<file path="src/sv/zrbd_pkg.sv">
// Shared types and constants for the zero-run bit-row decompressor.
`timescale 1ns / 1ps
`default_nettype none

package zrbd_pkg;

    localparam int ROW_W      = 10;
    localparam int CNT_W      = 4;
    localparam int WORD_BYTES = 8;
    localparam int WORD_W     = 64;
    localparam int IN_DATA_W  = 8;
    localparam int OUT_DATA_W = 72;

    localparam logic [ROW_W-1:0] ROW_BYTES_RST = 10'd512;
    localparam logic [7:0]       FILL_BYTE     = 8'hff;
    localparam logic [7:0]       ZERO_BYTE     = 8'h00;

    localparam logic CMD_DATA = 1'b0;
    localparam logic CMD_FILL = 1'b1;

    typedef enum logic {
        ST_IDLE,
        ST_RUN
    } t_state;

    typedef struct packed {
        logic accept;
        logic emit;
    } t_ctrl_cmd;

    typedef struct packed {
        logic out_free;
        logic start_run;
        logic run_final;
    } t_dp_status;

endpackage

`default_nettype wire

</file>
<file path="src/sv/zero_run_bitrow_decompressor_core.sv">
// A literal byte shows on the output in the cycle after its input beat is taken.
// Runs and fills of n bytes: decoded into run registers, then ceil(n/8) words, one word
// per cycle while the output is free. Throughput: one literal, marker or count byte per
// cycle while the output is free; the single word builder holds the input during a run.
// Reset: synchronous, active low; clears row position, marker flag, output valid,
// and sets the row length to 512 bytes.
`timescale 1ns / 1ps
`default_nettype none

module zero_run_bitrow_decompressor_core #(
    parameter int MAX_ROW_BYTES = 512
) (
    input  wire         i_clk,
    input  wire         i_rst_n,
    // configuration: row length in bytes
    input  wire         i_cfg_we,
    input  wire  [9:0]  i_cfg_wdata,
    // input stream
    input  wire         i_s_tvalid,
    output logic        o_s_tready,
    input  wire  [7:0]  i_s_tdata,   // [7:0] data_byte
    input  wire         i_s_tuser,   // [0] command: 0 data byte, 1 fill row with 0xff
    // output stream
    output logic        o_m_tvalid,
    input  wire         i_m_tready,
    output logic [71:0] o_m_tdata,   // [63:0] out_word, [67:64] byte_count, [71:68] zero
    output logic        o_m_tlast    // last_of_row
);

    zrbd_pkg::t_ctrl_cmd  cmd;
    zrbd_pkg::t_dp_status status;

    // Controller: hold the input while a run or fill drains, one word per free
    // output slot; advance back to accepting when the last word is built.
    zrbd_ctrl u_ctrl (
        .i_clk      (i_clk),
        .i_rst_n    (i_rst_n),
        .i_s_tvalid (i_s_tvalid),
        .i_status   (status),
        .o_s_tready (o_s_tready),
        .o_cmd      (cmd)
    );

    // Datapath: track the position in the row, decode markers and counts,
    // clip zero runs at the row end, and register each output beat. The output
    // register lets a new input beat be taken in the cycle the old one leaves.
    zrbd_dp #(
        .MAX_ROW_BYTES (MAX_ROW_BYTES)
    ) u_dp (
        .i_clk       (i_clk),
        .i_rst_n     (i_rst_n),
        .i_cfg_we    (i_cfg_we),
        .i_cfg_wdata (i_cfg_wdata),
        .i_s_tdata   (i_s_tdata),
        .i_s_tuser   (i_s_tuser),
        .i_m_tready  (i_m_tready),
        .i_cmd       (cmd),
        .o_status    (status),
        .o_m_tvalid  (o_m_tvalid),
        .o_m_tdata   (o_m_tdata),
        .o_m_tlast   (o_m_tlast)
    );

endmodule

`default_nettype wire

</file>
<file path="src/sv/zrbd_ctrl.sv">
// Controller: accepts input beats and sequences the emission of multi-word runs.
`timescale 1ns / 1ps
`default_nettype none

module zrbd_ctrl (
    input  wire                  i_clk,
    input  wire                  i_rst_n,
    input  wire                  i_s_tvalid,
    input  zrbd_pkg::t_dp_status i_status,
    output logic                 o_s_tready,
    output zrbd_pkg::t_ctrl_cmd  o_cmd
);

    zrbd_pkg::t_state r_state;
    zrbd_pkg::t_state n_state;

    always_ff @(posedge i_clk) begin
        if (!i_rst_n) begin
            r_state <= zrbd_pkg::ST_IDLE;
        end else begin
            r_state <= n_state;
        end
    end

    always_comb begin
        n_state      = r_state;
        o_s_tready   = 1'b0;
        o_cmd.accept = 1'b0;
        o_cmd.emit   = 1'b0;
        unique case (r_state)
            zrbd_pkg::ST_IDLE: begin
                o_s_tready   = i_status.out_free;
                o_cmd.accept = i_s_tvalid && i_status.out_free;
                if (o_cmd.accept && i_status.start_run) begin
                    n_state = zrbd_pkg::ST_RUN;
                end
            end
            zrbd_pkg::ST_RUN: begin
                o_cmd.emit = i_status.out_free;
                if (o_cmd.emit && i_status.run_final) begin
                    n_state = zrbd_pkg::ST_IDLE;
                end
            end
            default: begin
                n_state = zrbd_pkg::ST_IDLE;
            end
        endcase
    end

endmodule

`default_nettype wire

</file>
<file path="src/sv/zrbd_dp.sv">
// Datapath: row tracking, run decode, word builder and output register.
`timescale 1ns / 1ps
`default_nettype none

module zrbd_dp #(
    parameter int MAX_ROW_BYTES = 512
) (
    input  wire                                i_clk,
    input  wire                                i_rst_n,
    input  wire                                i_cfg_we,
    input  wire  [zrbd_pkg::ROW_W-1:0]         i_cfg_wdata,
    input  wire  [zrbd_pkg::IN_DATA_W-1:0]     i_s_tdata,
    input  wire                                i_s_tuser,
    input  wire                                i_m_tready,
    input  zrbd_pkg::t_ctrl_cmd                i_cmd,
    output zrbd_pkg::t_dp_status               o_status,
    output logic                               o_m_tvalid,
    output logic [zrbd_pkg::OUT_DATA_W-1:0]    o_m_tdata,
    output logic                               o_m_tlast
);

    localparam logic [zrbd_pkg::ROW_W-1:0] MaxLen = zrbd_pkg::ROW_W'(MAX_ROW_BYTES);

    // control registers
    logic [zrbd_pkg::ROW_W-1:0] r_row_bytes, n_row_bytes;
    logic [zrbd_pkg::ROW_W-1:0] r_row_pos,   n_row_pos;
    logic                       r_expect,    n_expect;
    logic                       r_out_valid, n_out_valid;

    // run and output payload
    logic [zrbd_pkg::ROW_W-1:0]  r_run_left, n_run_left;
    logic [7:0]                  r_run_byte, n_run_byte;
    logic                        r_run_last, n_run_last;
    logic [zrbd_pkg::WORD_W-1:0] r_out_word, n_out_word;
    logic [zrbd_pkg::CNT_W-1:0]  r_out_cnt,  n_out_cnt;
    logic                        r_out_last, n_out_last;

    logic [zrbd_pkg::ROW_W-1:0] row_len;
    logic [zrbd_pkg::ROW_W-1:0] pos_eff;
    logic [zrbd_pkg::ROW_W-1:0] remaining;
    logic [zrbd_pkg::ROW_W-1:0] data_ext;
    logic                       run_final;
    logic [zrbd_pkg::CNT_W-1:0] step_cnt;
    logic [zrbd_pkg::WORD_W-1:0] step_word;

    always_comb begin
        if (r_row_bytes == '0) begin
            row_len = zrbd_pkg::ROW_W'(1);
        end else if (r_row_bytes > MaxLen) begin
            row_len = MaxLen;
        end else begin
            row_len = r_row_bytes;
        end
        pos_eff   = (r_row_pos >= row_len) ? '0 : r_row_pos;
        remaining = row_len - pos_eff;
        data_ext  = zrbd_pkg::ROW_W'(i_s_tdata);
    end

    // one word of the current run: up to eight copies of the run byte
    always_comb begin
        run_final = (r_run_left <= zrbd_pkg::ROW_W'(zrbd_pkg::WORD_BYTES));
        step_cnt  = run_final ? r_run_left[zrbd_pkg::CNT_W-1:0]
                              : zrbd_pkg::CNT_W'(zrbd_pkg::WORD_BYTES);
        for (int i = 0; i < zrbd_pkg::WORD_BYTES; i++) begin
            step_word[8*i +: 8] = (zrbd_pkg::CNT_W'(i) < step_cnt) ? r_run_byte : 8'h00;
        end
    end

    assign o_status.out_free  = !r_out_valid || i_m_tready;
    assign o_status.run_final = run_final;
    assign o_status.start_run = (i_s_tuser == zrbd_pkg::CMD_FILL)
                             || (r_expect && (i_s_tdata != 8'h00));

    always_comb begin
        n_row_bytes = r_row_bytes;
        n_row_pos   = r_row_pos;
        n_expect    = r_expect;
        n_run_left  = r_run_left;
        n_run_byte  = r_run_byte;
        n_run_last  = r_run_last;
        n_out_word  = r_out_word;
        n_out_cnt   = r_out_cnt;
        n_out_last  = r_out_last;
        n_out_valid = r_out_valid && !i_m_tready;

        if (i_cfg_we) begin
            // a new row length also starts a new row
            n_row_bytes = i_cfg_wdata;
            n_row_pos   = '0;
            n_expect    = 1'b0;
        end else if (i_cmd.accept) begin
            if (i_s_tuser == zrbd_pkg::CMD_FILL) begin
                n_row_pos  = '0;
                n_expect   = 1'b0;
                n_run_left = row_len;
                n_run_byte = zrbd_pkg::FILL_BYTE;
                n_run_last = 1'b1;
            end else if (r_expect) begin
                n_expect  = 1'b0;
                n_row_pos = pos_eff;
                if (i_s_tdata != 8'h00) begin
                    n_run_byte = zrbd_pkg::ZERO_BYTE;
                    // cut the run at the row end
                    if (data_ext >= remaining) begin
                        n_run_left = remaining;
                        n_run_last = 1'b1;
                        n_row_pos  = '0;
                    end else begin
                        n_run_left = data_ext;
                        n_run_last = 1'b0;
                        n_row_pos  = pos_eff + data_ext;
                    end
                end
            end else if (i_s_tdata == 8'h00) begin
                n_expect  = 1'b1;
                n_row_pos = pos_eff;
            end else begin
                // literal byte goes straight to the output register
                n_out_word  = zrbd_pkg::WORD_W'(i_s_tdata);
                n_out_cnt   = zrbd_pkg::CNT_W'(1);
                n_out_valid = 1'b1;
                if (remaining == zrbd_pkg::ROW_W'(1)) begin
                    n_out_last = 1'b1;
                    n_row_pos  = '0;
                end else begin
                    n_out_last = 1'b0;
                    n_row_pos  = pos_eff + zrbd_pkg::ROW_W'(1);
                end
            end
        end

        if (i_cmd.emit) begin
            n_out_word  = step_word;
            n_out_cnt   = step_cnt;
            n_out_last  = r_run_last && run_final;
            n_out_valid = 1'b1;
            n_run_left  = r_run_left - zrbd_pkg::ROW_W'(step_cnt);
        end
    end

    always_ff @(posedge i_clk) begin
        if (!i_rst_n) begin
            r_row_bytes <= zrbd_pkg::ROW_BYTES_RST;
            r_row_pos   <= '0;
            r_expect    <= 1'b0;
            r_out_valid <= 1'b0;
        end else begin
            r_row_bytes <= n_row_bytes;
            r_row_pos   <= n_row_pos;
            r_expect    <= n_expect;
            r_out_valid <= n_out_valid;
        end
    end

    always_ff @(posedge i_clk) begin
        r_run_left <= n_run_left;
        r_run_byte <= n_run_byte;
        r_run_last <= n_run_last;
        r_out_word <= n_out_word;
        r_out_cnt  <= n_out_cnt;
        r_out_last <= n_out_last;
    end

    assign o_m_tvalid = r_out_valid;
    assign o_m_tdata  = {{(zrbd_pkg::OUT_DATA_W - zrbd_pkg::WORD_W - zrbd_pkg::CNT_W){1'b0}},
                         r_out_cnt, r_out_word};
    assign o_m_tlast  = r_out_last;

endmodule

`default_nettype wire

</file>
<file path="config.mk">
export PLATFORM = sky130hd
export DESIGN_NAME = zero_run_bitrow_decompressor_core
export DESIGN_NICKNAME = d
export VERILOG_FILES = /design/src/sv/zrbd_pkg.sv /design/src/sv/zero_run_bitrow_decompressor_core.sv /design/src/sv/zrbd_ctrl.sv /design/src/sv/zrbd_dp.sv
export SDC_FILE = /design/constraint.sdc
export NUM_CORES = 1
export LEC_CHECK = 0
export BUFFER_PORTS_ARGS = -buffer_cell sky130_fd_sc_hd__buf_4
export CAP_MARGIN = 20
export CORE_MARGIN = 5
export CORE_UTILIZATION = 58
export CTS_BUF_LIST = sky130_fd_sc_hd__clkbuf_8
export CTS_CLUSTER_DIAMETER = 80
export CTS_CLUSTER_SIZE = 24
export DETAILED_ROUTE_END_ITERATION = 7
export PLACE_DENSITY = 0.8
export SLEW_MARGIN = 10
export SYNTH_ARGS = -nofsm -noshare
export SYNTH_HDL_FRONTEND = slang
export SYNTH_SLANG_ARGS = --single-unit
</file>
<file path="constraint.sdc">
create_clock -name i_clk -period 7.27 [get_ports i_clk]
set_input_delay 0.727 -clock i_clk [delete_from_list [all_inputs] [get_ports i_clk]]
set_output_delay 0.727 -clock i_clk [all_outputs]
set_load 0.02 [all_outputs]
</file>
* Yosys cells after proc, flatten, opt, wreduce, memory -nomap -nowiden
Cells that the tools add are included.
** Storage, ports and cells
- Input bits :: 24
- Flip-flop bits (word level) :: 111
** Cells by class
- Reductions and logical operators :: 22
- Bitwise logic cells :: 3
- $lt $le $gt $ge :: 12
- Add/sub/neg operators :: 4
- Mux-type cells :: 64
- Equal/unequal tests :: 5
** Operators by type and width (count)
- $mux W64 :: 6
- $mux W10 :: 16
- $mux W8 :: 10
- $mux W4 :: 7
- $mux W1 :: 24
- $lt A3 B4 Y1 const A :: 4
- $add A10 B1 Y10 const B :: 1
- $add A10 B8 Y10 :: 1
- $eq A10 B1 Y1 const B :: 1
- $ge A10 B10 Y1 :: 1
- $ge A8 B10 Y1 :: 1
- $gt A10 B10 Y1 const B :: 1
- $le A10 B4 Y1 const B :: 1
- $logic_not A10 Y1 :: 1
- $sub A10 B10 Y10 :: 1
- $sub A10 B4 Y10 :: 1
- $logic_not A8 Y1 :: 1
- $lt A1 B4 Y1 const A :: 2
- $lt A2 B4 Y1 const A :: 2
- $reduce_and A4 Y1 :: 2
- $reduce_bool A8 Y1 :: 1
- $logic_and A1 B1 Y1 :: 6
- $reduce_bool A2 Y1 :: 3
- $reduce_bool A3 Y1 :: 2
- other kinds (8) :: 14

* Logic depth before layout (Yosys ltp)
Gate-level depths: netlist of run 1.
- Word-level depth :: 14
- Depth in mapped cells :: 28
- Gate-level depth less buffers :: 26

* Cells and area by module
A second synthesis of run 1 with hierarchy kept.
** Unflattened totals
- Cell total of the unflattened synthesis :: 559
- Area total of the unflattened synthesis :: 4735.8 um2
** By module, submodules not included
- zrbd_dp :: cells an instance 552, area an instance 4675.7 um2, seq. area each 1401.3 um2, instances 1
- zrbd_ctrl :: cells an instance 7, area an instance 60.1 um2, seq. area each 20.0 um2, instances 1

* Worst setup path after synthesis of run 1
No wires, ideal clock.
- Kind :: register to register
- From :: reg u_dp.r_row_bytes[1] in the netlist's numbering
- To :: reg u_dp.r_run_left[3] in the netlist's numbering, data pin
- Period minus slack after synthesis :: 5487 ps
- Setup time :: 270 ps
- Slack :: 1783 ps
- Data required time :: 7000 ps
- Path buffers :: 1
- Cell stages (with the launch flop) :: 28
- Arrival :: 5217 ps
- Cells stage by stage :: dfxtp_1 nor4_1 a21oi_1 nor2_1 ha_1 nand2b_1 a21oi_1 o311ai_4 nor3_1 inv_1 ha_1 nor2b_1 o21a_1 nor3_1 nor2_1 xnor2_1 inv_1 ha_1 a21oi_1 nor2b_1 o21ai_0 nand2_1 o211ai_1 a211oi_1 buf_2 mux2_2 o211ai_1 o31ai_1
** Between the ends
- Word-level cells in the longest chain between the ends :: 14
** Ends and longest elaborated chain
- start, declared :: RTL line zrbd_dp.sv:25 : logic [zrbd_pkg::ROW_W-1:0] r_row_bytes, n_row_bytes;
- start signal, assigned :: RTL line zrbd_dp.sv:143 : r_row_bytes <= zrbd_pkg::ROW_BYTES_RST;
- start signal, assigned :: RTL line zrbd_dp.sv:148 : r_row_bytes <= n_row_bytes;
- $gt A10 B10 Y1 :: RTL line zrbd_dp.sv:49 : end else if (r_row_bytes > MaxLen) begin
- $mux W10 :: RTL line zrbd_dp.sv:49
- $mux W10 (*) :: RTL line zrbd_dp.sv:47 : if (r_row_bytes == '0) begin
- $ge A10 B10 Y1 :: RTL line zrbd_dp.sv:54 : pos_eff = (r_row_pos >= row_len) ? '0 : r_row_pos;
- $mux W10 :: RTL line zrbd_dp.sv:54
- $sub A10 B10 Y10 :: RTL line zrbd_dp.sv:55 : remaining = row_len - pos_eff;
- $ge A8 B10 Y1 :: RTL line zrbd_dp.sv:104 : if (data_ext >= remaining) begin
- $mux W10 :: RTL line zrbd_dp.sv:104
- $mux W10 :: RTL line zrbd_dp.sv:101 : if (i_s_tdata != 8'h00) begin
- $mux W10 :: RTL line zrbd_dp.sv:98 : end else if (r_expect) begin
- $mux W10 (*) :: RTL line zrbd_dp.sv:92 : if (i_s_tuser == zrbd_pkg::CMD_FILL) begin
- $mux W10 (*) :: RTL line zrbd_dp.sv:91 : end else if (i_cmd.accept) begin
- $mux W10 (*) :: RTL line zrbd_dp.sv:86 : if (i_cfg_we) begin
- $mux W10 (*) :: RTL line zrbd_dp.sv:132 : if (i_cmd.emit) begin
- via u_dp.n_run_left (one bit) :: RTL line zrbd_dp.sv:31 : logic [zrbd_pkg::ROW_W-1:0] r_run_left, n_run_left;
- end signal, assigned :: RTL line zrbd_dp.sv:156 : r_run_left <= n_run_left;
- end, declared :: RTL line zrbd_dp.sv:31
The timed path passes the listed nets; every way through them passes the cells marked *. The select of a mux whose other input is x is not followed.
A chain may end at the register's enable or synchronous reset.

* Final worst setup path of run 1
- From :: reg u_dp.r_row_bytes[5] in the netlist's numbering
- To :: reg u_dp.r_row_pos[7] in the netlist's numbering
** Between the ends
- Word-level cells in the longest chain between the ends :: 11
** Ends and longest elaborated chain
- $gt A10 B10 Y1 :: RTL line zrbd_dp.sv:49
- $mux W10 :: RTL line zrbd_dp.sv:49
- $mux W10 (*) :: RTL line zrbd_dp.sv:47
- $ge A10 B10 Y1 :: RTL line zrbd_dp.sv:54
- $mux W10 :: RTL line zrbd_dp.sv:54
- $sub A10 B10 Y10 :: RTL line zrbd_dp.sv:55
- $ge A8 B10 Y1 / $eq A10 B1 Y1 (equally long branches) :: RTL line zrbd_dp.sv:104, zrbd_dp.sv:122
- $mux W10 (on tied branches) :: RTL line zrbd_dp.sv:104, zrbd_dp.sv:122
- $mux W10 (on tied branches) :: RTL line zrbd_dp.sv:101, zrbd_dp.sv:114
- $mux W10 (*) :: RTL line zrbd_dp.sv:98
- $mux W10 (*) :: RTL line zrbd_dp.sv:92
- end signal, assigned :: RTL line zrbd_dp.sv:149 : r_row_pos <= n_row_pos;
- end, declared :: RTL line zrbd_dp.sv:26 : logic [zrbd_pkg::ROW_W-1:0] r_row_pos, n_row_pos;
Mark *: on every way between the ends. The rest lies on a longest branch, timed or not.

==> impl_metrics.env, run 1 <==
export IMPL_crit_buf_inv=3
export IMPL_synthFlopType="edfxtp_1"
export IMPL_clock_skew_ns=0.01638
export IMPL_yosysWarnings=0
export IMPL_fill_cells=684
export IMPL_dpl_hpwl_um=10760
export IMPL_io_pins=99
export IMPL_grt_pass1_wl_um=21250
export IMPL_die_w_um=102.1
export IMPL_yosysSeqAreaShare=0.2889
export IMPL_core_area_um2=8258
export IMPL_outcome="complete, no violations"
export IMPL_synth_edf_count=32
export IMPL_fin_tns_setup_ns=0
export IMPL_clock_sink_count=55
export IMPL_numPortBuffers=94
export IMPL_clock_latency_ns=0.33
export IMPL_period_share=0.9263
export IMPL_post_synth_fa_ha_maj_area_fraction=0.09512
export IMPL_num_rows=33
export IMPL_min_path_type="reg2reg"
export IMPL_ant_nets=0
export IMPL_antenna_found_initial=0
export IMPL_synthDistinctLibCells=68
export IMPL_drt_initial_drc_count=318
export IMPL_wire_per_inst_um=18.92
export IMPL_die_area_um2=10420
export IMPL_crit_path_max_fanout=17
export IMPL_synth_compound_area_frac=0.2190
export IMPL_placed_cell_area_um2=5285
export IMPL_power_w=0.0008196
export IMPL_min_period_ns=6.735
export IMPL_vias=4545
export IMPL_cts_buffer_depth=2
export IMPL_antennaDiodeCount=0
export IMPL_crit_arrival_ns=6.95
export IMPL_worst_pin_slew_ns=0.9512
export IMPL_ctsResizeCount=0
export IMPL_timing_fmax_mhz=148.5
export IMPL_postCtsHoldBufs=0
export IMPL_grt_pass1_vias=4137
export IMPL_setup_ws_ns=0.5355
export IMPL_place_congestion=0.9621
export IMPL_rsz0062_at_grt="no"
export IMPL_synth_top_family_by_area="compound AO/OA/AOI/OAI gates"
export IMPL_synth_xor_area_frac=0.02670
export IMPL_slowest_delay_ns=0.76
export IMPL_grtUsageTotal=0.2596
export IMPL_overflow=0
export IMPL_cp_start_kind="flip-flop"
export IMPL_drtPass1Iterations=5
export IMPL_synth_simple_area_share=0.2027
export IMPL_cts_tree="yes"
export IMPL_layout_common_cells="buf_4 (97), nand2_1 (56), nor2_1 (38)"
export IMPL_power_density_nw_per_um2=152.3
export IMPL_drv_slew=0
export IMPL_finalSetupViolCount=0
export IMPL_cpMaxStageDelayCell="nor3_1"
export IMPL_syn_cell_area_um2=4920
export IMPL_ys_ff_latch=55
export IMPL_final_common_cell="buf_4"
export IMPL_crit_family="compound AO/OA/AOI/OAI gates"
export IMPL_drive_gt1_frac=0.1961
export IMPL_hold_violations=0
export IMPL_grt_start_max_net_pins=28
export IMPL_crit_required_ns=7.48
export IMPL_pre_cts_ws_ns=0.7150
export IMPL_setup_worst_path_end_class="flip-flop"
export IMPL_wirelength_um=13660
export IMPL_ys_async_sr_fraction=0
export IMPL_whs_ns=0.5413
export IMPL_post_cts_setup_buffers=0
export IMPL_layout_nets=676
export IMPL_slew_headroom=0.3659
export IMPL_fin_area_um2=5383
export IMPL_leakage_nw=2.356
export IMPL_syn_to_final_growth_pct=9.410
export IMPL_h_tree_depth=2
export IMPL_synthMuxAreaShare=0.03713
export IMPL_routed_via_density=6.295
export IMPL_cts_clk_slew_worst_paths_ns=0.11
export IMPL_syn_inst=589
export IMPL_cts_inserted_buffers=5
export IMPL_drv_cap=0
export IMPL_synth_avg_cell_area_um2=8.353
export IMPL_drc_errors=0
export IMPL_start_util=0.5958
export IMPL_clockRootBuffer="clkbuf_8"
export IMPL_peakVddDrop_mv=0.09035
export IMPL_criticalPathCategory="reg2reg"
export IMPL_die_y_um=102.1
[cell families after synthesis]
| group | count (synthesis) |
|---|---|
| muxes | 18 |
| AOI/OAI and AO/OA | 153 |
| other | 2 |
| DFF | 55 |
| buffers and inverters | 113 |
| xor gates and xnor gates | 15 |
| and+or+nand+nor | 196 |
| adders and majority gates | 37 |
[tightest hold or removal path, stage by stage, from the launching register on]
cell	delay (ns)
dfxtp_1	0.34
mux2i_1	0.12
nor2b_1	0.05
[worst paths after layout]
path | start | end | slack, ns | cells past startpoint
worst max-delay path | u_dp.r_row_bytes[5] | u_dp.r_row_pos[7] | 0.54 | 25
worst min-delay path | u_dp.r_row_bytes[0] | u_dp.r_row_bytes[0] | 0.54 | 2
worst max register to register | u_dp.r_row_bytes[5] | u_dp.r_row_pos[7] | 0.54 | 25
worst min register to register | u_dp.r_row_bytes[0] | u_dp.r_row_bytes[0] | 0.54 | 2
[power by group]
| part | leakage (nW) | switching, W | total, W | internal, W |
|---|---|---|---|---|
| Combinational | 1.81 | 0.000152 | 0.000258 | 0.000106 |
| Sequential | 0.491 | 0.0000188 | 0.000374 | 0.000355 |
| Clock | 0.0506 | 0.000116 | 0.000188 | 0.0000724 |
| Total | 2.36 | 0.000286 | 0.000820 | 0.000533 |
[final cells by class]
type	instances	area, um^2	area share
clock inverter	3	28.78	0.005346
tap	105	131.4	0.02441
clock buffer	5	68.82	0.01278
timing repair buffer	97	728.2	0.1353
sequential	55	1421	0.2641
multi-input combinational	424	2880	0.5351
inverter	33	123.9	0.02301
[cell usage after synthesis (12+ instances only)]
| cell | n | area, um^2 |
|---|---|---|
| inv_1 | 32 | 120.1 |
| clkbuf_1 | 20 | 75.07 |
| nand2_1 | 56 | 210.2 |
| buf_4 | 53 | 397.9 |
| a21oi_1 | 28 | 140.1 |
| o21ai_0 | 28 | 140.1 |
| a21o_1 | 13 | 97.59 |
| nand3_1 | 14 | 70.07 |
| ha_1 | 35 | 437.9 |
| mux2i_1 | 16 | 160.2 |
| nor3_1 | 12 | 60.06 |
| nor2b_1 | 18 | 112.6 |
| dfxtp_1 | 23 | 460.4 |
| edfxtp_1 | 32 | 960.9 |
| nor2_1 | 38 | 142.6 |
[registers in the layout, indices dropped and copies added, names as in the netlist]
name	count
u_dp.r_run_byte	1
u_dp.o_m_tvalid	1
u_dp.o_m_tlast	1
u_dp.r_out_cnt	4
u_ctrl.r_state	1
u_dp.r_row_bytes	10
u_dp.r_run_last	1
u_dp.r_run_left	10
u_dp.r_expect	1
u_dp.r_row_pos	10
u_dp.r_out_word	15
[through the flow]
step	instances	utilization
after floorplan	592	-
after global placement	714	0.6400
after detailed placement	714	0.6400
after CTS	722	0.6518
after global routing	722	0.6518
final	722	0.6518
[routing by layer]
layer | part of all wire | wire (um) | up-vias | GRT usage
met1 | 0.40 | 5448 | 2104 | 0.3264
met4 | 0.022 | 304 | 0 | 0.07265
met3 | 0.092 | 1254 | 28 | 0.03276
met2 | 0.49 | 6653 | 261 | 0.4668
met5 | 0 | 0 | - | 0
li1 | - | - | 2152 | -
Note: power is estimated with default switching activity, not from simulation.
==> inputs of run 2 (changes only) <==
CORE_UTILIZATION = 46   (was 58)
PLACE_DENSITY = 0.65   (was 0.8)
==> run 2 against run 1 <==
Wire length is 4.5% higher. Power is 1.0% higher. Clock power is 4% higher. Combinational power hardly changed. Maximum frequency is 3.4% higher. Core utilization is 13 points lower. Largest cell class unchanged.
==> impl_metrics.env, run 2 (synthesis gave the netlist of run 1 again) <==
export IMPL_crit_path_max_fanout=18
export IMPL_leakage_nw=2.357
export IMPL_place_congestion=0.9690
export IMPL_fin_tns_setup_ns=0
export IMPL_worst_pin_slew_ns=1.019
export IMPL_post_cts_setup_buffers=0
export IMPL_slowest_delay_ns=0.76
export IMPL_cts_inserted_buffers=5
export IMPL_crit_required_ns=7.49
export IMPL_cts_buffer_depth=2
export IMPL_cp_start_kind="flip-flop"
export IMPL_drt_initial_drc_count=279
export IMPL_regMostFlops="u_dp.r_out_word"
export IMPL_grt_start_max_net_pins=28
export IMPL_antennaDiodeCount=0
export IMPL_min_period_ns=6.516
export IMPL_dpl_hpwl_um=11120
export IMPL_crit_buf_inv=3
export IMPL_setup_ws_ns=0.7542
export IMPL_largest_reg_flops=15
export IMPL_crit_family="compound AO/OA/AOI/OAI gates"
export IMPL_clock_sink_count=55
export IMPL_rsz0062_at_grt="no"
export IMPL_antenna_found_initial=0
export IMPL_crit_arrival_ns=6.74
export IMPL_num_rows=37
export IMPL_grt_pass1_wl_um=22180
export IMPL_setup_worst_path_end_class="flip-flop"
export IMPL_min_path_type="reg2reg"
export IMPL_layout_nets=676
export IMPL_core_area_um2=10370
export IMPL_outcome="complete, no violations"
export IMPL_h_tree_depth=2
export IMPL_die_y_um=113.4
export IMPL_postCtsHoldBufs=0
export IMPL_hold_violations=0
export IMPL_final_common_cell="buf_4"
export IMPL_clock_skew_ns=0.01439
export IMPL_timing_fmax_mhz=153.5
export IMPL_finalSetupViolCount=0
export IMPL_wire_per_inst_um=18.95
export IMPL_grtUsageTotal=0.2142
export IMPL_clockRootBuffer="clkbuf_8"
export IMPL_numPortBuffers=94
export IMPL_drive_gt1_frac=0.1961
export IMPL_criticalPathCategory="reg2reg"
export IMPL_syn_to_final_growth_pct=10.30
export IMPL_period_share=0.8963
export IMPL_peakVddDrop_mv=0.07327
export IMPL_clock_latency_ns=0.32
export IMPL_power_density_nw_per_um2=152.6
export IMPL_cpMaxStageDelayCell="nor3_1"
export IMPL_grt_pass1_vias=4212
export IMPL_ant_nets=0
export IMPL_drtPass1Iterations=6
export IMPL_ctsResizeCount=0
export IMPL_drv_cap=0
export IMPL_io_pins=99
export IMPL_drv_slew=0
export IMPL_cts_clk_slew_worst_paths_ns=0.12
export IMPL_die_area_um2=12860
export IMPL_wirelength_um=14270
export IMPL_layout_common_cells="buf_4 (97), nand2_1 (56), nor2_1 (38)"
export IMPL_cts_tree="yes"
export IMPL_start_util=0.4744
export IMPL_post_route_util=0.5233
export IMPL_overflow=0
export IMPL_drc_errors=0
export IMPL_die_w_um=113.4
export IMPL_routed_via_density=6.013
export IMPL_slew_headroom=0.3210
export IMPL_pre_cts_ws_ns=0.9150
export IMPL_vias=4528
export IMPL_fill_cells=988
## run 2: cell count changes in the layout (fill, tap and decap cells not counted)
cell	change
clkinv_8	+1
inv_8	-1
## run 2: power breakdown
| group | internal (W) | switching, W | total, W | leakage, nW |
|---|---|---|---|---|
| Combinational | 0.000106 | 0.000154 | 0.000260 | 1.81 |
| Clock | 0.0000730 | 0.000122 | 0.000195 | 0.0515 |
| Sequential | 0.000355 | 0.0000189 | 0.000374 | 0.491 |
| Total | 0.000534 | 0.000294 | 0.000828 | 2.36 |
## run 2: path summary, 6_finish.rpt
kind	start	cells after the start	end	slack, ns
setup / recovery	u_dp.r_row_bytes[6]	25	u_dp.r_row_pos[7]	0.75
hold / removal	u_dp.r_row_bytes[0]	2	u_dp.r_row_bytes[0]	0.54
setup reg to reg	u_dp.r_row_bytes[6]	25	u_dp.r_row_pos[7]	0.75
hold reg to reg	u_dp.r_row_bytes[0]	2	u_dp.r_row_bytes[0]	0.54
## run 2: layout make-up
| cell class | count | area, um^2 | share of cell area |
|---|---|---|---|
| Clock buffer | 5 | 68.82 | 0.01268 |
| Clock inverter | 3 | 33.78 | 0.006226 |
| Inverter | 33 | 123.9 | 0.02283 |
| Multi-Input combinational cell | 424 | 2880 | 0.5308 |
| Sequential cell | 55 | 1421 | 0.2619 |
| Tap cell | 136 | 170.2 | 0.03136 |
| Timing Repair Buffer | 97 | 728.2 | 0.1342 |
## run 2: tightest hold or removal path: stages, from the launching register on
cell and delay, ns:
dfxtp_1 0.34, mux2i_1 0.12, nor2b_1 0.05
## run 2: per-layer routing
layer / global-route usage / vias up / share of wire
li1: - / 2157 / -
met2: 0.3705 / 237 / 0.47
met3: 0.02865 / 36 / 0.085
met1: 0.2751 / 2098 / 0.42
met5: 0 / - / 0
met4: 0.07372 / 0 / 0.029
## run 2: metrics by stage
stage	instance area (um^2)	total power (W)	hold WS, ns	instances
after global routing	5426	0.0008702	0.5634	753
after detailed placement	5324	0.0006393	0.5249	745
after global placement	5324	0.0006365	0.5177	745
final	5426	0.0008281	0.5428	753
after CTS	5426	0.0008321	0.5447	753
after floorplan	4931	0.0005712	0.4800	592
==> inputs of run 3 (changes only) <==
SYNTH_HIERARCHICAL = 1   (was not set)
==> run 3 against run 2 <==
Maximum frequency is 5.5% higher. Final cell count is 3.2% lower. Wire length is 15% lower. Register-to-register slack better by 0.34 ns. Power is 1.0% lower. Synthesized cell count is 5.1% lower. Count of clock-buffer cells in the layout is 1 higher. Sequential share of layout area is 0.92 points higher. Area after synthesis is 3.7% lower.
==> impl_metrics.env, run 3 <==
export IMPL_cp_start_kind="flip-flop"
export IMPL_fin_area_um2=5243
export IMPL_dpl_hpwl_um=9607
export IMPL_criticalPathCategory="reg2reg"
export IMPL_pre_cts_ws_ns=1.244
export IMPL_vias=4129
export IMPL_synth_compound_area_frac=0.1633
export IMPL_wire_per_inst_um=16.72
export IMPL_io_pins=99
export IMPL_wirelength_um=12190
export IMPL_layout_nets=655
export IMPL_num_rows=37
export IMPL_post_synth_fa_ha_maj_area_fraction=0.1062
export IMPL_cts_tree="yes"
export IMPL_timing_fmax_mhz=161.9
export IMPL_fill_cells=966
export IMPL_yosysSeqAreaShare=0.3001
export IMPL_regArea_um2=1421
export IMPL_drive_gt1_frac=0.1990
export IMPL_drv_cap=0
export IMPL_yosysWarnings=6
export IMPL_slew_headroom=0.4354
export IMPL_synthTopCellsByCount="buf_4 (54), inv_1 (47), nand2_1 (47)"
export IMPL_die_area_um2=12420
export IMPL_outcome="complete, no violations"
export IMPL_cts_clk_slew_worst_paths_ns=0.10
export IMPL_hold_depth=1
export IMPL_whs_ns=0.5302
export IMPL_crit_path_max_fanout=19
export IMPL_grt_start_max_net_pins=33
export IMPL_peakVddDrop_mv=0.1020
export IMPL_antenna_found_initial=0
export IMPL_fin_tns_setup_ns=0
export IMPL_crit_required_ns=7.38
export IMPL_start_util=0.4650
export IMPL_worst_pin_slew_ns=0.8470
export IMPL_ant_nets=0
export IMPL_r2r_worst_path_cells=26
export IMPL_ff2ff_setup_slack_ns=1.09
export IMPL_crit_arrival_ns=6.29
export IMPL_min_period_ns=6.176
export IMPL_h_tree_depth=2
export IMPL_period_share=0.8495
export IMPL_synth_area_leaders="edfxtp_1 (20%), ha_1 (9.8%), dfxtp_1 (9.7%), buf_4 (8.6%), mux2i_1 (3.8%)"
export IMPL_clockRootBuffer="clkbuf_8"
export IMPL_multi_input_area_um2=2655
export IMPL_synth_avg_cell_area_um2=8.472
export IMPL_drtPass1Iterations=5
export IMPL_setup_worst_path_end_class="flip-flop"
export IMPL_syn_cell_area_um2=4736
export IMPL_hold_violations=0
export IMPL_power_density_nw_per_um2=156.3
export IMPL_antennaDiodeCount=0
export IMPL_synth_xor_area_frac=0.03514
export IMPL_grt_pass1_wl_um=19790
export IMPL_overflow=0
export IMPL_synthDistinctLibCells=71
export IMPL_drc_errors=0
export IMPL_cts_inserted_buffers=5
export IMPL_synth_most_common_cell="buf_4"
export IMPL_drv_slew=0
export IMPL_synth_top_cell_by_area="edfxtp_1"
export IMPL_ys_async_sr_fraction=0
export IMPL_drt_initial_drc_count=360
export IMPL_synth_top_family_by_area="simple AND/OR/NAND/NOR gates"
export IMPL_syn_to_final_growth_pct=10.70
export IMPL_rr_startpoint="u_dp/r_row_bytes[5]"
export IMPL_final_common_cell="buf_4"
export IMPL_clock_skew_ns=0.01315
export IMPL_min_from="u_ctrl/r_state"
export IMPL_synth_edf_count=32
export IMPL_r2r_end="u_dp/r_run_left[4]"
export IMPL_largest_reg_flops=15
export IMPL_ys_ff_latch=55
export IMPL_placed_cell_area_um2=5144
export IMPL_numPortBuffers=94
export IMPL_hold_end="u_ctrl/r_state"
export IMPL_synthMuxAreaShare=0.03804
export IMPL_core_area_um2=10180
export IMPL_syn_inst=559
export IMPL_die_y_um=111.5
export IMPL_cts_buffer_depth=2
export IMPL_rsz0062_at_grt="no"
export IMPL_grtUsageTotal=0.1919
export IMPL_post_cts_setup_buffers=0
export IMPL_ctsResizeCount=0
export IMPL_setup_ws_ns=1.094
export IMPL_post_route_util=0.5147
export IMPL_routed_via_density=5.664
export IMPL_leakage_nw=2.351
export IMPL_min_path_type="reg2reg"
export IMPL_place_congestion=0.9775
export IMPL_synthFlopType="edfxtp_1"
export IMPL_clock_sink_count=55
export IMPL_postCtsHoldBufs=0
export IMPL_netlist_area_leader_share=0.2029
export IMPL_die_w_um=111.5
export IMPL_grt_pass1_vias=3933
export IMPL_regMostFlops="u_dp/r_out_word"
export IMPL_layout_common_cells="buf_4 (96), inv_1 (47), nand2_1 (47)"
export IMPL_finalSetupViolCount=0
export IMPL_synth_simple_area_share=0.2140
export IMPL_clock_latency_ns=0.31
[run 3: cell families (layout without fill, tap and decap cells)]
group           count (synthesis)  in the layout
compound gates                114            114
xor+xnor                       19             19
fa+ha+maj                      39             39
buf+inv                       120            151
flops                          55             55
mux                            18             18
other cells                     2              5
simple gates                  192            192
[run 3: report_power, final]
part | internal [W] | switching (W) | leakage [nW]
registers | 0.000355 | 0.0000181 | 0.490
logic | 0.000105 | 0.000155 | 1.81
clock network | 0.0000782 | 0.000108 | 0.0474
[run 3: how the worst max path moves through the flow]
| stage | endpoint | from | slack (ns) |
|---|---|---|---|
| after CTS | u_dp/r_run_left[6] | u_dp/r_row_bytes[5] | 1.20 |
| after detailed placement | u_dp/r_run_left[6] | u_dp/r_row_bytes[5] | 1.24 |
| after global routing | u_dp/r_run_left[6] | u_dp/r_row_bytes[5] | 0.55 |
| after global placement | u_dp/r_run_left[0] | u_dp/r_row_bytes[5] | 1.35 |
| final | u_dp/r_run_left[4] | u_dp/r_row_bytes[5] | 1.09 |
| after floorplan | u_dp/r_run_left[2] | u_dp/r_row_bytes[9] | 2.34 |
[run 3: critical path, cell delays in order, from the launching register on]
cell and delay, ns:
dfxtp_1 0.34, nor4_1 0.32, nand3_1 0.14, nand2b_1 0.09, nand2_1 0.12, inv_1 0.09, ha_1 0.21, nand2b_1 0.13
a21oi_1 0.15, nand4b_1 0.18, nand3_1 0.26, nor2_1 0.37, ha_1 0.24, inv_1 0.06, fa_1 0.40, nand3_1 0.20
a21oi_1 0.10, o311ai_1 0.52, inv_1 0.09, ha_1 0.31, nand2_1 0.06, nor3_1 0.17, nor2_1 0.06, o21ai_0 0.08
and4_1 0.77, mux2i_1 0.17, a222oi_1 0.35
[run 3: stage by stage]
stage,std cells,power (W)
6_report,729,0.0008196
4_1_cts,729,0.0008251
3_3_place_gp,721,0.0006345
5_1_grt,729,0.0008650
2_1_floorplan,562,0.0005775
3_5_place_dp,721,0.0006381
[run 3: final cells by class]
class	count	area share
inverters	47	0.03365
multi-input cells	387	0.5064
clock inverters	2	0.003103
flip-flops and latches	55	0.2711
clock buffers	6	0.01575
repair buffers	96	0.1375
well taps	136	0.03246
[run 3: routing by layer]
layer	share of wire	GRT usage	vias up
met4	0.022	0.07786	0
met1	0.42	0.2423	1899
met3	0.091	0.03696	22
li1	-	-	1994
met5	0	0	-
met2	0.47	0.3229	214
